<file path="config.mk">
export PLATFORM = sky130hd
export DESIGN_NAME = delta_list_task_scheduler_flat
export DESIGN_NICKNAME = d
export VERILOG_FILES = /design/src/hdl/dls_pkg.sv /design/src/hdl/dls_in_if.sv /design/src/hdl/dls_out_if.sv /design/src/hdl/delta_list_task_scheduler.sv /design/src/hdl/dls_ctrl.sv /design/src/hdl/dls_datapath.sv /design/src/flat_wrapper.sv
export SDC_FILE = /design/constraint.sdc
export NUM_CORES = 2
export LEC_CHECK = 0
export BUFFER_PORTS_ARGS = -buffer_cell sky130_fd_sc_hd__buf_4
export CORE_MARGIN = 3
export CORE_UTILIZATION = 26
export DETAILED_ROUTE_END_ITERATION = 12
export HOLD_SLACK_MARGIN = 0.12
export PLACE_DENSITY_LB_ADDON = 0.05
export SLEW_MARGIN = 10
export SYNTH_ARGS = -nofsm -noshare
export SYNTH_HDL_FRONTEND = slang
export SYNTH_HIERARCHICAL = 1
export SYNTH_SLANG_ARGS = --single-unit
</file>
<file path="constraint.sdc">
create_clock -name clk -period 10.5 [get_ports clk]
set_input_delay 2.1 -clock clk [delete_from_list [all_inputs] [get_ports clk]]
set_output_delay 2.1 -clock clk [all_outputs]
set_load 0.03 [all_outputs]
</file>
<file path="src/hdl/dls_pkg.sv">
// ----------------------------------------------------------------------------
// dls_pkg
// Shared constants, types and helpers for the delta list task scheduler.
// ----------------------------------------------------------------------------
package dls_pkg;

  // Sizing
  localparam int MAX_TASKS   = 16;
  localparam int TICK_BITS   = 16;
  localparam int MAX_RESULTS = 16;

  localparam int IDX_W  = (MAX_TASKS > 1) ? $clog2(MAX_TASKS) : 1;
  localparam int PTR_W  = $clog2(MAX_TASKS + 1);
  localparam int RES_W  = $clog2(MAX_RESULTS + 1);
  localparam int MS_W   = 20;
  localparam int ID_W   = 4;
  localparam int KIND_W = 2;

  // Divide by ten through a reciprocal multiply; exact for any 20-bit input
  localparam int MS_PER_TICK = 10;
  localparam int RECIP_SHIFT = 23;
  localparam int RECIP_W     = 20;
  localparam int RECIP       = ((1 << RECIP_SHIFT) + MS_PER_TICK - 1) / MS_PER_TICK;
  localparam int PROD_W      = MS_W + RECIP_W;
  localparam int Q_W         = PROD_W - RECIP_SHIFT;
  localparam int QX_W        = Q_W + TICK_BITS;

  typedef logic [TICK_BITS-1:0] tick_t;
  typedef logic [PTR_W-1:0]     ptr_t;
  typedef logic [IDX_W-1:0]     idx_t;
  typedef logic [PROD_W-1:0]    prod_t;
  typedef logic [RES_W-1:0]     res_cnt_t;

  // Pointer value marking end of list / empty list
  localparam ptr_t PTR_NONE = ptr_t'(MAX_TASKS);

  typedef enum logic [KIND_W-1:0] {
    EV_DUE   = 2'd0,
    EV_ADDED = 2'd1,
    EV_FULL  = 2'd2
  } event_kind_t;

  typedef enum logic [3:0] {
    S_IDLE,
    S_DECODE,
    S_ADD_P,
    S_ADD_D,
    S_ADD_W,
    S_T_RD,
    S_T_DEC,
    S_D_ISSUE,
    S_D_CMP,
    S_L_WALK,
    S_L_CMP,
    S_L_INS1,
    S_L_INS2,
    S_END
  } state_t;

  typedef enum logic {
    RD_HEAD = 1'b0,
    RD_CUR  = 1'b1
  } rd_sel_t;

  typedef enum logic {
    MUL_PERIOD = 1'b0,
    MUL_DELAY  = 1'b1
  } mul_sel_t;

  // Controller to datapath
  typedef struct packed {
    logic     in_ready;
    mul_sel_t mul_sel;
    rd_sel_t  rd_sel;
    logic     clr_n;
    logic     per_load;
    logic     add_start;
    logic     set_full;
    logic     dec_head;
    logic     pop;
    logic     walk_step;
    logic     cap_cur_delta;
    logic     ins1;
    logic     ins2;
    logic     emit;
    logic     emit_last;
  } dls_cmd_t;

  // Datapath to controller
  typedef struct packed {
    logic accept;
    logic func;
    logic full;
    logic head_valid;
    logic cur_valid;
    logic delta_zero;
    logic walk_le;
    logic n_max;
    logic pend_valid;
    logic out_free;
  } dls_status_t;

  function automatic logic ptr_valid(input ptr_t p);
    return p < PTR_NONE;
  endfunction

  function automatic ptr_t ptr_clamp(input ptr_t p);
    return ptr_valid(p) ? p : PTR_NONE;
  endfunction

  function automatic idx_t to_idx(input ptr_t p);
    return p[IDX_W-1:0];
  endfunction

  function automatic logic [ID_W-1:0] to_task_id(input ptr_t p);
    logic [PTR_W+ID_W-1:0] x;
    x = {{ID_W{1'b0}}, p};
    return x[ID_W-1:0];
  endfunction

  // Quotient out of the reciprocal product, saturated to the tick range
  function automatic tick_t prod_to_ticks(input prod_t prod);
    logic [QX_W-1:0] q;
    logic [QX_W-1:0] lim;
    q   = QX_W'(prod[PROD_W-1:RECIP_SHIFT]);
    lim = QX_W'({TICK_BITS{1'b1}});
    return (q > lim) ? lim[TICK_BITS-1:0] : q[TICK_BITS-1:0];
  endfunction

endpackage

</file>
<file path="src/hdl/dls_in_if.sv">
// ----------------------------------------------------------------------------
// dls_in_if
// Input item channel: valid/ready handshake with add or tick payload.
// ----------------------------------------------------------------------------
interface dls_in_if;
  logic        valid;
  logic        ready;
  logic        func;
  logic [19:0] delay_ms;
  logic [19:0] period_ms;

  modport source (output valid, func, delay_ms, period_ms, input ready);
  modport sink   (input valid, func, delay_ms, period_ms, output ready);
endinterface

</file>
<file path="src/hdl/dls_out_if.sv">
// ----------------------------------------------------------------------------
// dls_out_if
// Result channel: valid/ready handshake with event payload.
// ----------------------------------------------------------------------------
interface dls_out_if;
  logic       valid;
  logic       ready;
  logic [1:0] event_kind;
  logic [3:0] task_id;
  logic       last_of_run;

  modport source (output valid, event_kind, task_id, last_of_run, input ready);
  modport sink   (input valid, event_kind, task_id, last_of_run, output ready);
endinterface

</file>
<file path="src/hdl/delta_list_task_scheduler.sv">
// ----------------------------------------------------------------------------
// delta_list_task_scheduler
// Periodic task timer queue kept as a sorted delta list over a slot pool.
// ----------------------------------------------------------------------------
//  channel  dir  payload                               transfer
//  item     in   func, delay_ms, period_ms             valid && ready
//  result   out  event_kind, task_id, last_of_run      valid && ready
//
//  One item at a time: the next item is taken only after the current one is
//  done. An add walks the list one entry at a time and may stop ahead of an
//  entry; a rejected add does not walk. A tick on an empty list does nothing
//  more; else it decrements the head and, per due task, pops it and inserts it
//  again by the same walk. Walk speed is set by the single read port of the
//  slot memories used by the insertion walk.
//  rst (synchronous) empties the list and pool; slot memories are not cleared.
//  A stalled result stalls the sequencer only when the held result must move on: when the next is found or at run end.
// ----------------------------------------------------------------------------
module delta_list_task_scheduler (
  input  logic      clk,
  input  logic      rst,
  dls_in_if.sink    item,
  dls_out_if.source result
);

  dls_pkg::dls_cmd_t    cmd;
  dls_pkg::dls_status_t st;

  dls_ctrl u_ctrl (
    .clk (clk),
    .rst (rst),
    .st  (st),
    .cmd (cmd)
  );

  dls_datapath u_dp (
    .clk    (clk),
    .rst    (rst),
    .item   (item),
    .result (result),
    .cmd    (cmd),
    .st     (st)
  );

endmodule

</file>
<file path="src/hdl/dls_ctrl.sv">
// ----------------------------------------------------------------------------
// dls_ctrl
// Sequencer for add, tick dispatch and sorted list insertion.
// ----------------------------------------------------------------------------
module dls_ctrl (
  input  logic                 clk,
  input  logic                 rst,
  input  dls_pkg::dls_status_t st,
  output dls_pkg::dls_cmd_t    cmd
);

  dls_pkg::state_t state, state_next;

  // State register
  always_ff @(posedge clk) begin
    if (rst) begin
      state <= dls_pkg::S_IDLE;
    end else begin
      state <= state_next;
    end
  end

  // Next state and commands
  always_comb begin
    state_next = state;
    cmd        = '0;
    case (state)
      dls_pkg::S_IDLE: begin
        cmd.in_ready = 1'b1;
        if (st.accept) begin
          state_next = dls_pkg::S_DECODE;
        end
      end

      dls_pkg::S_DECODE: begin
        cmd.clr_n   = 1'b1;
        cmd.mul_sel = dls_pkg::MUL_PERIOD;
        if (st.func) begin
          if (st.full) begin
            cmd.set_full = 1'b1;
            state_next   = dls_pkg::S_END;
          end else begin
            state_next = dls_pkg::S_ADD_P;
          end
        end else if (st.head_valid) begin
          state_next = dls_pkg::S_T_RD;
        end else begin
          state_next = dls_pkg::S_IDLE;
        end
      end

      // Period product lands in the multiplier register
      dls_pkg::S_ADD_P: begin
        cmd.mul_sel = dls_pkg::MUL_PERIOD;
        state_next  = dls_pkg::S_ADD_D;
      end

      dls_pkg::S_ADD_D: begin
        cmd.per_load = 1'b1;
        cmd.mul_sel  = dls_pkg::MUL_DELAY;
        state_next   = dls_pkg::S_ADD_W;
      end

      dls_pkg::S_ADD_W: begin
        cmd.add_start = 1'b1;
        state_next    = dls_pkg::S_L_WALK;
      end

      // Tick: read head, decrement it
      dls_pkg::S_T_RD: begin
        cmd.rd_sel = dls_pkg::RD_HEAD;
        state_next = dls_pkg::S_T_DEC;
      end

      dls_pkg::S_T_DEC: begin
        cmd.dec_head = 1'b1;
        state_next   = dls_pkg::S_D_ISSUE;
      end

      // Dispatch loop over due entries at the head
      dls_pkg::S_D_ISSUE: begin
        cmd.rd_sel = dls_pkg::RD_HEAD;
        if (st.n_max || !st.head_valid) begin
          state_next = dls_pkg::S_END;
        end else begin
          state_next = dls_pkg::S_D_CMP;
        end
      end

      dls_pkg::S_D_CMP: begin
        cmd.rd_sel = dls_pkg::RD_HEAD;
        if (!st.delta_zero) begin
          state_next = dls_pkg::S_END;
        end else if (!st.pend_valid || st.out_free) begin
          cmd.emit   = st.pend_valid;
          cmd.pop    = 1'b1;
          state_next = dls_pkg::S_L_WALK;
        end
      end

      // Insertion walk
      dls_pkg::S_L_WALK: begin
        cmd.rd_sel = dls_pkg::RD_CUR;
        if (st.cur_valid) begin
          state_next = dls_pkg::S_L_CMP;
        end else begin
          state_next = dls_pkg::S_L_INS1;
        end
      end

      dls_pkg::S_L_CMP: begin
        cmd.rd_sel = dls_pkg::RD_CUR;
        if (st.walk_le) begin
          cmd.walk_step = 1'b1;
          state_next    = dls_pkg::S_L_WALK;
        end else begin
          cmd.cap_cur_delta = 1'b1;
          state_next        = dls_pkg::S_L_INS1;
        end
      end

      dls_pkg::S_L_INS1: begin
        cmd.ins1   = 1'b1;
        state_next = dls_pkg::S_L_INS2;
      end

      dls_pkg::S_L_INS2: begin
        cmd.ins2 = 1'b1;
        if (st.func) begin
          state_next = dls_pkg::S_END;
        end else begin
          state_next = dls_pkg::S_D_ISSUE;
        end
      end

      // Flush the held result as last of the run
      dls_pkg::S_END: begin
        if (!st.pend_valid) begin
          state_next = dls_pkg::S_IDLE;
        end else if (st.out_free) begin
          cmd.emit      = 1'b1;
          cmd.emit_last = 1'b1;
          state_next    = dls_pkg::S_IDLE;
        end
      end

      default: begin
        state_next = dls_pkg::S_IDLE;
      end
    endcase
  end

endmodule

</file>
<file path="src/hdl/dls_datapath.sv">
// ----------------------------------------------------------------------------
// dls_datapath
// Slot memories, list pointers, ms-to-tick multiplier and result register.
// ----------------------------------------------------------------------------
module dls_datapath (
  input  logic                 clk,
  input  logic                 rst,
  dls_in_if.sink               item,
  dls_out_if.source            result,
  input  dls_pkg::dls_cmd_t    cmd,
  output dls_pkg::dls_status_t st
);

  // Slot memories
  dls_pkg::tick_t slot_delta     [dls_pkg::MAX_TASKS];
  dls_pkg::tick_t slot_period    [dls_pkg::MAX_TASKS];
  dls_pkg::ptr_t  slot_successor [dls_pkg::MAX_TASKS];

  dls_pkg::tick_t rd_delta;
  dls_pkg::tick_t rd_period;
  dls_pkg::ptr_t  rd_succ;
  dls_pkg::ptr_t  rd_ptr;

  // Captured item
  logic                        func;
  logic [dls_pkg::MS_W-1:0]    delay_ms;
  logic [dls_pkg::MS_W-1:0]    period_ms;

  // Conversion
  dls_pkg::prod_t              mult;
  logic [dls_pkg::MS_W-1:0]    mul_op;
  logic [dls_pkg::RECIP_W-1:0] recip;
  dls_pkg::tick_t              per_ticks;
  dls_pkg::tick_t              per_conv;

  // List walk
  dls_pkg::tick_t              d;
  dls_pkg::tick_t              cur_delta;
  dls_pkg::ptr_t               id;
  dls_pkg::ptr_t               cur;
  dls_pkg::ptr_t               prev;
  dls_pkg::ptr_t               head;
  dls_pkg::ptr_t               tasks_added;
  dls_pkg::res_cnt_t           n;

  // Held result
  logic                        pend_valid;
  dls_pkg::event_kind_t        pend_kind;
  dls_pkg::ptr_t               pend_id;

  // Output register
  logic                        out_valid;
  dls_pkg::event_kind_t        out_kind;
  logic [dls_pkg::ID_W-1:0]    out_id;
  logic                        out_last;

  // Write ports
  logic                        dw_en;
  dls_pkg::idx_t               dw_addr;
  dls_pkg::tick_t              dw_data;
  logic                        sw_en;
  dls_pkg::idx_t               sw_addr;
  dls_pkg::ptr_t               sw_data;

  logic                        accept;

  // No input transfer while in reset
  assign item.ready = cmd.in_ready && !rst;
  assign accept     = item.valid && item.ready;

  // Item capture
  always_ff @(posedge clk) begin
    if (accept) begin
      func      <= item.func;
      delay_ms  <= item.delay_ms;
      period_ms <= item.period_ms;
    end
  end

  // Reciprocal multiply, registered
  assign recip  = dls_pkg::RECIP_W'(dls_pkg::RECIP);
  assign mul_op = (cmd.mul_sel == dls_pkg::MUL_DELAY) ? delay_ms : period_ms;

  always_ff @(posedge clk) begin
    mult <= {{dls_pkg::RECIP_W{1'b0}}, mul_op} * {{dls_pkg::MS_W{1'b0}}, recip};
  end

  assign per_conv = dls_pkg::prod_to_ticks(mult);

  always_ff @(posedge clk) begin
    if (cmd.per_load) begin
      per_ticks <= (per_conv == '0) ? dls_pkg::tick_t'(1) : per_conv;
    end
  end

  // Memory read, one address per cycle
  assign rd_ptr = (cmd.rd_sel == dls_pkg::RD_HEAD) ? head : cur;

  always_ff @(posedge clk) begin
    rd_delta  <= slot_delta[dls_pkg::to_idx(rd_ptr)];
    rd_period <= slot_period[dls_pkg::to_idx(rd_ptr)];
    rd_succ   <= slot_successor[dls_pkg::to_idx(rd_ptr)];
  end

  // Delta write port select
  always_comb begin
    dw_en   = 1'b0;
    dw_addr = dls_pkg::to_idx(id);
    dw_data = d;
    if (cmd.ins1) begin
      dw_en = 1'b1;
    end else if (cmd.ins2 && dls_pkg::ptr_valid(cur)) begin
      dw_en   = 1'b1;
      dw_addr = dls_pkg::to_idx(cur);
      dw_data = cur_delta - d;
    end else if (cmd.dec_head && (rd_delta != '0)) begin
      dw_en   = 1'b1;
      dw_addr = dls_pkg::to_idx(head);
      dw_data = rd_delta - dls_pkg::tick_t'(1);
    end
  end

  // Successor write port select
  always_comb begin
    sw_en   = 1'b0;
    sw_addr = dls_pkg::to_idx(id);
    sw_data = cur;
    if (cmd.ins1) begin
      sw_en = 1'b1;
    end else if (cmd.ins2 && dls_pkg::ptr_valid(prev)) begin
      sw_en   = 1'b1;
      sw_addr = dls_pkg::to_idx(prev);
      sw_data = id;
    end
  end

  // Memory writes
  always_ff @(posedge clk) begin
    if (dw_en) begin
      slot_delta[dw_addr] <= dw_data;
    end
    if (sw_en) begin
      slot_successor[sw_addr] <= sw_data;
    end
    if (cmd.add_start) begin
      slot_period[dls_pkg::to_idx(tasks_added)] <= per_ticks;
    end
  end

  // Walk registers
  always_ff @(posedge clk) begin
    if (cmd.add_start) begin
      d    <= per_conv;
      id   <= tasks_added;
      cur  <= head;
      prev <= dls_pkg::PTR_NONE;
    end else if (cmd.pop) begin
      d    <= rd_period;
      id   <= head;
      cur  <= dls_pkg::ptr_clamp(rd_succ);
      prev <= dls_pkg::PTR_NONE;
    end else if (cmd.walk_step) begin
      d    <= d - rd_delta;
      prev <= cur;
      cur  <= dls_pkg::ptr_clamp(rd_succ);
    end
    if (cmd.cap_cur_delta) begin
      cur_delta <= rd_delta;
    end
  end

  // List head, pool fill and run count
  always_ff @(posedge clk) begin
    if (rst) begin
      head        <= dls_pkg::PTR_NONE;
      tasks_added <= '0;
      n           <= '0;
    end else begin
      if (cmd.pop) begin
        head <= dls_pkg::ptr_clamp(rd_succ);
      end else if (cmd.ins2 && !dls_pkg::ptr_valid(prev)) begin
        head <= id;
      end
      if (cmd.add_start) begin
        tasks_added <= tasks_added + dls_pkg::ptr_t'(1);
      end
      if (cmd.clr_n) begin
        n <= '0;
      end else if (cmd.pop) begin
        n <= n + dls_pkg::res_cnt_t'(1);
      end
    end
  end

  // Held result: flushed when the next one is found or at run end
  always_ff @(posedge clk) begin
    if (rst) begin
      pend_valid <= 1'b0;
    end else begin
      if (cmd.emit_last) begin
        pend_valid <= 1'b0;
      end
      if (cmd.pop || cmd.add_start || cmd.set_full) begin
        pend_valid <= 1'b1;
      end
    end
  end

  always_ff @(posedge clk) begin
    if (cmd.pop) begin
      pend_kind <= dls_pkg::EV_DUE;
      pend_id   <= head;
    end else if (cmd.add_start) begin
      pend_kind <= dls_pkg::EV_ADDED;
      pend_id   <= tasks_added;
    end else if (cmd.set_full) begin
      pend_kind <= dls_pkg::EV_FULL;
      pend_id   <= '0;
    end
  end

  // Output register
  always_ff @(posedge clk) begin
    if (rst) begin
      out_valid <= 1'b0;
    end else if (cmd.emit) begin
      out_valid <= 1'b1;
    end else if (result.ready) begin
      out_valid <= 1'b0;
    end
  end

  always_ff @(posedge clk) begin
    if (cmd.emit) begin
      out_kind <= pend_kind;
      out_id   <= dls_pkg::to_task_id(pend_id);
      out_last <= cmd.emit_last;
    end
  end

  assign result.valid       = out_valid;
  assign result.event_kind  = out_kind;
  assign result.task_id     = out_id;
  assign result.last_of_run = out_last;

  // Status
  always_comb begin
    st            = '0;
    st.accept     = accept;
    st.func       = func;
    st.full       = (tasks_added == dls_pkg::ptr_t'(dls_pkg::MAX_TASKS));
    st.head_valid = dls_pkg::ptr_valid(head);
    st.cur_valid  = dls_pkg::ptr_valid(cur);
    st.delta_zero = (rd_delta == '0);
    st.walk_le    = (rd_delta <= d);
    st.n_max      = (n == dls_pkg::res_cnt_t'(dls_pkg::MAX_RESULTS));
    st.pend_valid = pend_valid;
    st.out_free   = !out_valid || result.ready;
  end

endmodule

</file>
<file path="src/flat_wrapper.sv">
// flat-port wrapper written by rule: the top's interface ports become plain ports
module delta_list_task_scheduler_flat 
  (clk, rst, item_valid, item_func, item_delay_ms, item_period_ms, item_ready, result_valid, result_event_kind, result_task_id, result_last_of_run, result_ready);
  dls_in_if item_i ();
  dls_out_if result_i ();
  input  logic clk;
  input  logic rst;
  input wire logic [$bits(item_i.valid)-1:0] item_valid;
  input wire logic [$bits(item_i.func)-1:0] item_func;
  input wire logic [$bits(item_i.delay_ms)-1:0] item_delay_ms;
  input wire logic [$bits(item_i.period_ms)-1:0] item_period_ms;
  output wire logic [$bits(item_i.ready)-1:0] item_ready;
  output wire logic [$bits(result_i.valid)-1:0] result_valid;
  output wire logic [$bits(result_i.event_kind)-1:0] result_event_kind;
  output wire logic [$bits(result_i.task_id)-1:0] result_task_id;
  output wire logic [$bits(result_i.last_of_run)-1:0] result_last_of_run;
  input wire logic [$bits(result_i.ready)-1:0] result_ready;
  assign item_i.valid = item_valid;
  assign item_i.func = item_func;
  assign item_i.delay_ms = item_delay_ms;
  assign item_i.period_ms = item_period_ms;
  assign item_ready = item_i.ready;
  assign result_valid = result_i.valid;
  assign result_event_kind = result_i.event_kind;
  assign result_task_id = result_i.task_id;
  assign result_last_of_run = result_i.last_of_run;
  assign result_i.ready = result_ready;
  delta_list_task_scheduler u_core (.clk(clk), .rst(rst), .item(item_i), .result(result_i));
endmodule
</file>
==> run metrics <==
synth top area cells=edfxtp_1 (54%), mux4_2 (8.5%), ha_1 (7.7%); Final setup viols=0; top-count cell post-synth=edfxtp_1; vias in the first global route=~24000; number of distinct library cells after synthesis=78; Area Growth Syn to Fin=16.14%; pre-CTS setup slack=between 1.5 and 2 ns; pin count of the biggest net entering global routing=84; Post-synth top cells=edfxtp_1 (702), inv_1 (254), ha_1 (242); Synth Cell Area=between 0.03 and 0.04 sq mm; Max FO, Critical Path=23; CTS resizes=0; die area=roughly 0.16 sq mm; layout cells sized above 1=~17%; postcts setup bufs=0; count of pins over their slew limit=0; worst setup margin=around 1.7 ns; Mapped Cells=2670; smallest hold slack=between 0.4 and 0.5 ns; Synth warnings=6; initial detailed-routing violation count=between 1000 and 1500; Fillers=between 15000 and 20000; Post-synth ARST share=0%; post-synthesis net count=a little over 3000; WS Path Type=flip-flop to flip-flop; Die Ht=about 400 um; sequential area share after synthesis=57.82%; Max Cap Viol=0; fin crit period=between 8 and 9 ns; Die W=approximately 400 um; GR Util All Layers=between 10 and 15%; CTS Buf Count=96; area leader, netlist=edfxtp_1; Synth top area share=between 50% and 60%; Detailed Place HPWL=76.07 mm; Final GP Congestion=approximately 0.79; highest clock rate=around 0.11 GHz; unrepaired setup endpoints after global routing=false; CP startpoint kind=flip-flop; relative slew slack=around a quarter; antenna-violating nets left=0; initial antenna violation count=0; Initial Util=between 20% and 30%; Tcrit/Tclk final=between 80% and 90%; Core Region=0.1500 sq mm; HP Class=flip-flop to flip-flop; GRT overflow=0; Clock Sinks=a little under 800; antenna cells=0; CP endpoint kind=flip-flop; port bufs=53; I/O pin count=54; top_reg_cell synth=edfxtp_1; DRC Markers=0; skew final=slightly above 0.04 ns; crit path DAT=between 9 and 10 ns; drt via density=between 4 and 5; Post-layout nets=about 3200; number of synthesized flops with an enable pin=approximately 700; # hold bufs at CTS=0; setup TNS=0 ns; final wirelength=about 120 mm; DR pass1 iterations=5; first-pass GRT wire length=about 170 mm; cell row count=between 100 and 150; CTS clk-pin slew, worst paths=around 0.060 ns; Mapped Avg Cell Area=between 10 and 15 sq um; CP required=around 11 ns; Final Hold Fails=0; DR vias=~22000; Yosys reg bits=between 700 and 800; root buffer cell=clkbuf_16; CTS Buffer Depth=3; CTS tree=done; Slew @ Worst Pin=1.145 ns; htree depth=3; drt wl/cell=around 24 um; outcome=finished clean; clk_lat worst skew=around 0.7 ns
==> sequential cells by signal, summed over array words and instances, names as in the netlist, 5 cells and up <==
register                    count
u_core/u_dp/period_ms          20
u_core/u_dp/per_ticks          16
u_core/u_dp/head                5
u_core/u_dp/id                  5
u_core/u_dp/d                  16
u_core/u_dp/rd_succ             5
u_core/u_dp/tasks_added         5
u_core/u_dp/slot_successor     80
u_core/u_dp/rd_delta           16
u_core/u_dp/slot_delta        256
u_core/u_dp/mult               17
u_core/u_dp/rd_period          16
u_core/u_dp/slot_period       256
u_core/u_dp/delay_ms           20
u_core/u_dp/cur                 5
u_core/u_dp/cur_delta          16
u_core/u_dp/prev                5
u_core/u_dp/n                   5
==> worst max-delay path, stage by stage, from the launching register on <==
cell,delay (ns)
dfxtp_1,0.70
nand2b_1,0.24
nor2_4,0.81
mux2i_1,0.57
inv_1,0.25
ha_1,0.57
fa_1,0.48
ha_1,0.31
fa_1,0.50
fa_1,0.52
fa_1,0.49
inv_1,0.05
fa_1,0.60
inv_1,0.07
ha_1,0.33
a21o_1,0.23
nor3b_1,0.34
nand2_1,0.11
nor4bb_1,0.42
o21ai_1,0.30
a221oi_1,0.47
o21a_1,0.21
xnor2_1,0.11
==> layout by cell type (no fill, tap or decap), drive strengths merged, types with 11 or more instances in the layout <==
master	netlist	layout
edfxtp	702	702
clkbuf	54	126
a22oi	11	11
o21ai	68	68
o21a	12	12
nand2b	26	26
fa	132	132
a211oi	53	53
xor2	30	30
a21oi	68	68
and3	15	15
nand3	18	18
mux4	148	148
dfxtp	82	82
a21o	29	29
o22ai	13	13
or2	18	18
clkinv	1	36
nand2	165	165
mux2	16	16
nor2b	25	25
and2	50	50
buf	43	93
xnor2	47	47
a31oi	56	56
ha	242	242
nand4	14	14
nor3	33	33
inv	254	257
mux2i	32	32
nor2	116	116
==> cell type report <==
type	instances	area [sq um]	share of cell area, %
timing repair buffer	93	735.7	1.612
sequential	784	22720	49.78
tap	2016	2522	5.527
clock inverter	55	675.6	1.480
inverter	255	957.2	2.097
clock buffer	126	2585	5.664
multi-input combinational	1534	15440	33.84
==> per-layer routing <==
metal,track usage (%),part of all wire (%)
met1,20.23,46
met2,24.79,48
met3,2.360,3.2
met4,3.840,2.3
met5,0,0
==> kinds of logic after synthesis <==
logic type      Yosys count  share of synthesized area (%)
flops                   784                          57.82
fa+ha+maj               374                          14.43
mux                     196                          9.755
compound gates          363                          6.123
xor+xnor                 77                          1.716
buf+inv                 352                          3.566
simple gates            524                          6.594
==> worst paths after layout <==
check             slack [ns]  depth (start not counted)                           startpoint                                       to
hold / removal          0.43                          0     u_core/u_dp/pend_id[3]$_DFFE_PP_  u_core/u_dp/result.task_id[3]$_DFFE_PP_
setup / recovery        1.69                         22  u_core/u_ctrl/state[0]$_SDFFE_PP0P_             u_core/u_dp/mult[38]$_DFF_P_
hold reg to reg         0.43                          0     u_core/u_dp/pend_id[3]$_DFFE_PP_  u_core/u_dp/result.task_id[3]$_DFFE_PP_
setup reg to reg        1.69                         22  u_core/u_ctrl/state[0]$_SDFFE_PP0P_             u_core/u_dp/mult[38]$_DFF_P_
==> metrics by stage <==
step / instance area (sq um) / util, % / cells
floorplan: 39300 / - / 2670
global placement: 42360 / 28.25 / 4682
global route: 45640 / 30.44 / 4863
finish: 45640 / 30.44 / 4863
CTS: 45620 / 30.42 / 4863
detailed placement: 42360 / 28.25 / 4682
Power is left out: the tool's default activity adds up to more than one toggle a clock period on the data nets, which glitch-free logic cannot reach.
